==> config.mk <==
export PLATFORM = sky130hd
export DESIGN_NAME = mrnlms_lane
export DESIGN_NICKNAME = d
export VERILOG_FILES = /design/src/rtl/mrnlms_pkg.sv /design/src/rtl/mrnlms_lane.sv
export SDC_FILE = /design/constraint.sdc
export NUM_CORES = 2
export LEC_CHECK = 0
export BUFFER_PORTS_ARGS = -buffer_cell sky130_fd_sc_hd__buf_2
export CORE_MARGIN = 2
export CORE_UTILIZATION = 35
export CTS_CLUSTER_DIAMETER = 60
export DETAILED_ROUTE_END_ITERATION = 8
export GPL_TIMING_DRIVEN = 1
export SETUP_SLACK_MARGIN = 0.4
export SLEW_MARGIN = 20
export SYNTH_ARGS = -nofsm -noshare
export SYNTH_HDL_FRONTEND = slang
export SYNTH_SLANG_ARGS = --single-unit
export TNS_END_PERCENT = 5
==> constraint.sdc <==
create_clock -name clk -period 9.9 [get_ports clk]
set_input_delay 0.99 -clock clk [delete_from_list [all_inputs] [get_ports clk]]
set_output_delay 0.99 -clock clk [all_outputs]
set_load 0.02 [all_outputs]
==> src/rtl/mrnlms_pkg.sv <==
`timescale 1ns / 1ps
`default_nettype none
// ============================================================================
// mrnlms_pkg
// Shared types and constants of the three-reference NLMS noise canceller.
// ============================================================================
package mrnlms_pkg;

    localparam int DEF_TAPS      = 8;
    localparam int CHANNELS      = 3;
    localparam int SAMPLE_W      = 16;
    localparam int WEIGHT_W      = 32;
    localparam int STEP_W        = 16;
    localparam int STEP_ERR_W    = 32;
    // mu*|err|*|tap| scaled by 2^12
    localparam int NUM_W         = 60;
    localparam int NUM_CNT_W     = 6;
    localparam int ADDR_W        = 3;
    localparam logic [15:0] STEP_RESET = 16'd328;
    // Register index taken from paddr[2].
    localparam logic REG_STEP_SIZE = 1'b0;

    typedef enum logic [3:0] {
        S_IDLE,
        S_MAC,
        S_DRAIN,
        S_MERGE,
        S_ERR,
        S_MU,
        S_UPD
    } top_state_t;

    typedef enum logic [1:0] {
        L_IDLE,
        L_MUL,
        L_DIV,
        L_ADD
    } lane_state_t;

    typedef struct packed {
        logic                       shift_en;
        logic signed [SAMPLE_W-1:0] sample;
        logic                       mac_en;
        logic                       upd_start;
        logic                       err_neg;
        logic [STEP_ERR_W-1:0]      step_err;
    } lane_ctrl_t;

endpackage
`default_nettype wire

==> src/rtl/mrnlms_lane.sv <==
`timescale 1ns / 1ps
`default_nettype none
// ============================================================================
// mrnlms_lane
// One reference channel: tap line, weights, dot product and energy pass, and
// the weight update with its own serial restoring divider.
// ============================================================================
module mrnlms_lane #(
    parameter int TAPS = mrnlms_pkg::DEF_TAPS,
    localparam int AW  = 48 + $clog2(TAPS) + 1,
    localparam int EW  = 31 + $clog2(TAPS),
    localparam int DW  = EW + 2
) (
    input  logic                   clk,
    input  logic                   rst_n,
    input  mrnlms_pkg::lane_ctrl_t ctrl,
    input  logic [DW-1:0]          den,
    output logic signed [AW-1:0]   acc,
    output logic [EW-1:0]          energy,
    output logic                   busy
);
    import mrnlms_pkg::*;

    localparam int CW = (TAPS > 1) ? $clog2(TAPS) : 1;
    localparam int SW = NUM_W + 2;
    localparam logic [CW-1:0] LAST_TAP = CW'(TAPS - 1);
    localparam logic [NUM_CNT_W-1:0] LAST_STEP = NUM_CNT_W'(NUM_W - 1);

    logic signed [SAMPLE_W-1:0] tap_reg [TAPS];
    logic signed [WEIGHT_W-1:0] wgt_reg [TAPS];
    logic signed [AW-1:0]       acc_reg;
    logic [EW-1:0]              energy_reg;
    logic                       prod_vld_reg;
    logic signed [47:0]         prod_reg;
    logic [30:0]                sq_reg;
    lane_state_t                state_reg, state_next;
    logic [CW-1:0]              tap_cnt_reg, tap_cnt_next;
    logic [NUM_CNT_W-1:0]       step_cnt_reg, step_cnt_next;
    logic [NUM_W-1:0]           num_reg;
    logic [DW-1:0]              rem_reg;
    logic                       neg_reg;

    logic [SAMPLE_W-1:0]        tap_mag;
    logic [DW:0]                trial;
    logic                       q_bit;
    logic signed [SW-1:0]       delta;
    logic signed [SW-1:0]       wsum;
    logic signed [WEIGHT_W-1:0] wgt_next;

    assign tap_mag = tap_reg[0][SAMPLE_W-1] ? SAMPLE_W'(-tap_reg[0]) : tap_reg[0];
    assign trial   = {rem_reg, num_reg[NUM_W-1]};
    assign q_bit   = (trial >= {1'b0, den});
    assign delta   = neg_reg ? -$signed({2'b00, num_reg}) : $signed({2'b00, num_reg});
    assign wsum    = SW'(wgt_reg[0]) + delta;

    always_comb
    begin
        if (wsum > SW'(32'sh7FFF_FFFF))
        begin
            wgt_next = 32'sh7FFF_FFFF;
        end
        else if (wsum < -SW'(64'sh8000_0000))
        begin
            wgt_next = 32'sh8000_0000;
        end
        else
        begin
            wgt_next = wsum[WEIGHT_W-1:0];
        end
    end

    always_comb
    begin
        state_next    = state_reg;
        tap_cnt_next  = tap_cnt_reg;
        step_cnt_next = step_cnt_reg;
        case (state_reg)
            L_IDLE:
            begin
                if (ctrl.upd_start)
                begin
                    state_next   = L_MUL;
                    tap_cnt_next = '0;
                end
            end
            L_MUL:
            begin
                state_next    = L_DIV;
                step_cnt_next = '0;
            end
            L_DIV:
            begin
                step_cnt_next = step_cnt_reg + 1'b1;
                if (step_cnt_reg == LAST_STEP)
                begin
                    state_next = L_ADD;
                end
            end
            L_ADD:
            begin
                tap_cnt_next = tap_cnt_reg + 1'b1;
                state_next   = (tap_cnt_reg == LAST_TAP) ? L_IDLE : L_MUL;
            end
            default:
            begin
                state_next = L_IDLE;
            end
        endcase
    end

    always_ff @(posedge clk or negedge rst_n)
    begin
        if (!rst_n)
        begin
            for (int i = 0; i < TAPS; i++)
            begin
                tap_reg[i] <= '0;
                wgt_reg[i] <= '0;
            end
            acc_reg      <= '0;
            energy_reg   <= '0;
            prod_vld_reg <= 1'b0;
            state_reg    <= L_IDLE;
            tap_cnt_reg  <= '0;
            step_cnt_reg <= '0;
        end
        else
        begin
            state_reg    <= state_next;
            tap_cnt_reg  <= tap_cnt_next;
            step_cnt_reg <= step_cnt_next;
            prod_vld_reg <= ctrl.mac_en;
            if (ctrl.shift_en)
            begin
                for (int i = TAPS - 1; i > 0; i--)
                begin
                    tap_reg[i] <= tap_reg[i-1];
                end
                tap_reg[0] <= ctrl.sample;
                acc_reg    <= '0;
                energy_reg <= '0;
            end
            else
            begin
                if (prod_vld_reg)
                begin
                    acc_reg    <= acc_reg + AW'(prod_reg);
                    energy_reg <= energy_reg + EW'(sq_reg);
                end
                // Both passes rotate the lines once per tap, so after a full
                // pass every tap sits in its place again.
                if (ctrl.mac_en || state_reg == L_ADD)
                begin
                    for (int i = 0; i < TAPS; i++)
                    begin
                        tap_reg[i] <= tap_reg[(i + 1) % TAPS];
                        wgt_reg[i] <= wgt_reg[(i + 1) % TAPS];
                    end
                    if (state_reg == L_ADD)
                    begin
                        wgt_reg[TAPS-1] <= wgt_next;
                    end
                end
            end
        end
    end

    always_ff @(posedge clk)
    begin
        prod_reg <= 48'(wgt_reg[0] * tap_reg[0]);
        sq_reg   <= 31'($unsigned(32'(tap_reg[0] * tap_reg[0])));
        if (state_reg == L_MUL)
        begin
            num_reg <= {48'(ctrl.step_err * tap_mag), 12'b0};
            neg_reg <= ctrl.err_neg ^ tap_reg[0][SAMPLE_W-1];
            rem_reg <= '0;
        end
        else if (state_reg == L_DIV)
        begin
            rem_reg <= q_bit ? DW'(trial - {1'b0, den}) : trial[DW-1:0];
            num_reg <= {num_reg[NUM_W-2:0], q_bit};
        end
    end

    assign acc    = acc_reg;
    assign energy = energy_reg;
    assign busy   = (state_reg != L_IDLE);

endmodule
`default_nettype wire

* Word level (Yosys, flattened, before mapping) *
Index checks and enable logic that the tools add are counted.
Widths: inputs -> output; s select.

word-level totals
  register bits after elaboration = 658

cells by class
  add/sub/neg operators = 8
  $mul = 3
  $lt $le $gt $ge = 3
  eq/ne operators = 7
  muxes and demuxes = 21
  bitwise logic cells = 2
  reduce and logical (&&, ||, !) cells = 10

operator list
  cell                  number
  $mux 128              2
  $mux 60               2
  $mux 52               2
  $mul 32x16->48        2
  $mux 32               3
  $mux 34               2
  $add 32x62->62        1
  $gt 62x32->1 const B  1
  $lt 62x32->1 const B  1
  $mux 62               1
  $neg 60->62           1
  $add 52x48->52        1
  $ge 37x36->1          1
  $mux 36               1
  $sub 36x36->36        1
  $add 34x31->34        1
  $mul 16x16->31        1
  $mux 16               1
  $neg 16->16           1
  $pmux 6 s2            1
  $reduce_bool 2->1     5
  $pmux 2 s4            1
  $add 6x1->6 const B   1
  $eq 6x6->1 const B    1
  other kinds (14)      19

* Depth between registers and ports, before layout *
  word-level depth = 7
  depth in mapped cells = 34
  gate-level depth less buffers = 31

* Least setup slack after synthesis *
OpenSTA, ideal clock, no wires.

  kind = register to register
  start = register tap_reg[117] (netlist name)
  end = register num_reg[57] (data pin)
  arrival = 8571 ps
  setup slack = 1074 ps
  stages on the path, launching flop included = 31
  buffers on the path = 2
  period minus slack after synthesis = 8826 ps
  cell sequence = dfrtp_1 clkbuf_1 nor4_1 nand2_1 or3_1 or3_1 nor3_1 clkbuf_1 and2_1 fa_1 fa_1 fa_1 fa_1 fa_1 inv_1 fa_1 inv_1 ha_1 a21o_1 a21o_1 a21oi_1 o21ai_0 a21oi_1 o311ai_1 o311ai_0 a31oi_1 a211oi_1 nor2b_1 o21a_1 or3_1 a31o_2

between the ends
  word-level cells in the longest chain between the ends = 4

ends and longest elaborated chain
  what                              line                text
  start: declaration                mrnlms_lane.sv:29   logic signed [SAMPLE_W-1:0] tap_reg [TAPS];
  start signal: indexed assignment  mrnlms_lane.sv:137  tap_reg[i] <= tap_reg[i-1];
  start signal: indexed assignment  mrnlms_lane.sv:156  tap_reg[i] <= tap_reg[(i + 1) % TAPS];
  $neg 16->16                       mrnlms_lane.sv:50   assign tap_mag = tap_reg[0][SAMPLE_W-1] ? SAMPLE_W'(-tap_reg[0]) : tap_reg[0];
  $mux 16 (*)                       mrnlms_lane.sv:50
  $mul 32x16->48 (*)                mrnlms_lane.sv:174  num_reg <= {48'(ctrl.step_err * tap_mag), 12'b0};
  $mux 60 (*)                       mrnlms_lane.sv:172  if (state_reg == L_MUL)
  end signal: assignment            mrnlms_lane.sv:174
  end signal: assignment            mrnlms_lane.sv:181  num_reg <= {num_reg[NUM_W-2:0], q_bit};
  end: declaration                  mrnlms_lane.sv:39   logic [NUM_W-1:0] num_reg;

Every way passes the cells marked *; elsewhere a longest branch is shown, timed or not.
A chain may end at the register's enable or synchronous reset.

* Worst setup path after layout *
  start = register tap_reg[119] (netlist name)
  end = register num_reg[57] (data pin)

The elaborated chain is that of the path after synthesis.

==> impl_results.md <==
* Ys async rst share at 73.4%
* Share of cells above drive strength 1 at 5.89%
* Placed instance count at 11800
* Worst rel slew slack at 12.3%
* Initial Util at 35.2%
* CP max stage cell: or4_1
* Cts hold-fix bufs at 0
* Row cnt at 173
* Worst path max stage delay at 0.58 ns
* Boundary Pins at 177
* Skew-Pair Late Insertion Delay at 0.72 ns
* Largest net degree at the start of global routing at 233
* TritonCTS clock tree: built
* Clock Skew at 0.0411 ns
* Final WL at 206 mm
* Post-synthesis sequential area ratio at 20.5%
* Synthesized area per cell at 8.75 um^2
* Post-route ant nets at 0
* Register bit total from synthesis at 657
* Iteration-0 DRC count of the detailed router at 3976
* Final period utilization at 92.0%
* Longest Clk Path Bufs at 3
* M1 WL at 93.4 mm
* Post-Layout Cell Count at 12000
* Worst Tran Pin Value at 1.32 ns
* Final setup violation count at 0
* Worst R2R Path Depth at 28
* Final Max Slew Viols at 0
* Mapped cell area at 78300 um^2
* Number of global-route vias before repair at 61800
* Startpoint Class: flop
* WP data required at 10.38 ns
* Most frequent cells in the layout: nand2_1, inv_1, fa_1, ha_1, dfrtp_1
* EDFF count, synth at 49
* CP most frequent cell: fa_1
* WS Path Type: reg2reg
* Synth Warn # at 0
* FMAX at 110 MHz
* Top sig layer: met5
* Final Hold Vio Count at 0
* Area growth from synthesis to layout at 8.93%
* Clock sinks at 657
* Yosys top cell by area: fa_1
* Arrival @ worst endpoint at 9.58 ns
* WL met2 at 97.2 mm
* Fin Setup TNS at 0 ns
* Syn Inst Count at 8954
* Routed wire per std cell at 17.2 um
* Vias post-DR at 59600
* Crit Reg-Reg Endpoint: num_reg[57]
* Max-Cap Viols at 0
* Gpl congestion at 0.872
* Global-route wire length before repair at 333 mm
* Main synth FF type: dfrtp_1
* Setup crit end kind: flop
* Total GRT Usage at 18.0%
* Yosys top cell area share at 29.1%
* Syn Nets at 10700
* Die H at 477 um
* Die ar. at 228000 um^2
* Met3 Wirelength at 10.4 mm
* Min Hold Slack at 0.284 ns
* Initial DRT Pass Iterations at 5
* CTS Buf Count at 83
* Max reg flops at 256
* CTS Root Cell: clkbuf_16
* Nets@finish at 10700
* Gr ovfl total at 0
* Status: complete, no violations
* R2R Setup Slk at 0.79 ns
* Final period demand of the worst path at 9.11 ns
* Core Footprint at 222000 um^2
* Critical R2R Launch: tap_reg[119]
* Synth cell types at 88
* Clk pin slew, worst setup/hold paths at 0.06 ns
* Worst setup margin at 0.791 ns
* RSZ-0062 raised after global routing: true
* Vias/cell at 4.98
* Die Wd at 477 um
* Drt drc at 0
* Commonest non-fill, non-tap cell in the layout: nand2_1
* IO buf count at 176
* Synth top area cells: fa_1, dfrtp_1, nand2_1
* Crit-path max FO at 22
* Initial antenna violation count at 13
* H-tree Lvls at 3
* Class of the worst hold path: in2async
* Pre-CTS worst setup slack at 0.357 ns
* Detailed Place HPWL at 155 mm
## Yosys cell counts, drive strengths merged, types with 22 or more instances
cell,count
mux2i,215
and3,22
nand3,93
inv,1393
nor2b,41
o31ai,39
or3,44
xnor2,256
dfxtp,126
fa,1140
nor2,345
ha,507
o21ai,429
a211oi,62
buf,43
a21oi,295
and2,391
a31oi,27
nand2,1873
edfxtp,49
nand2b,72
nor3,56
xor2,97
clkbuf,368
o21bai,35
a21o,138
o21a,37
dfrtp,482
nand4,40
## stage by stage
step / util, % / area [um^2]
finish: 38.4 / 85300
global route: 38.4 / 85300
CTS: 38.4 / 85300
detailed placement: 37.1 / 82500
global placement: 37.1 / 82500
floorplan: - / 78300
## repair_timing
item                                    4_1_cts  5_1_grt
buffers inserted                              0        0
endpoints found under the setup margin        1        7
pin swaps                                     0        0
gates resized for setup                       1        8
## cells by family (layout without fill, tap and decap cells)
family | after synthesis | after routing | synth area share (%)
simple gates | 3057 | 3057 | 17.3
buf+inv | 1809 | 1835 | 8.70
fa+ha+maj | 1647 | 1647 | 37.2
compound gates | 1212 | 1212 | 9.51
flops | 657 | 657 | 20.5
xor+xnor | 353 | 353 | 3.96
mux | 219 | 219 | 2.80
other cells | 0 | 4 | 0
## worst max-delay path, delay by kind of cell, from the launching register on
family	cells	cell delay, ns
buffers and inverters	3	0.37
XOR/XNOR	1	0.28
AO/OA/AOI/OAI	10	2.28
flip-flops	1	0.40
AND/OR/NAND/NOR	7	2.03
adder cells (fa/ha/maj)	7	3.48
## cell type report
type                    count  area [um^2]
fillers                 22400       137000
flip-flops and latches    657        16100
diodes                      4         10.0
repair buffers            285         1810
multi-input cells        6488        55700
clock inverters            41          408
inverters                1398         5250
clock buffers             111         2350
well taps                2975         3720
## how the worst max path moves through the flow
stage / startpoint / endpoint / slack [ns] / cells after the start
floorplan: tap_reg[117] / num_reg[57] / 1.07 / 30
global placement: tap_reg[117] / num_reg[57] / 0.41 / 30
detailed placement: tap_reg[119] / num_reg[57] / 0.36 / 28
CTS: tap_reg[115] / num_reg[54] / 0.43 / 32
global route: tap_reg[117] / num_reg[57] / 0.39 / 30
finish: tap_reg[119] / num_reg[57] / 0.79 / 28
## routing by layer
metal | up-vias | global-route usage [%]
met5 | - | 0
met4 | 10 | 4.78
met3 | 276 | 2.27
met2 | 1446 | 30.3
met1 | 29800 | 24.4
li1 | 28000 | -
Power is not shown: default switching activity piles up to over one toggle a cycle in this logic, so the estimate is an artifact.
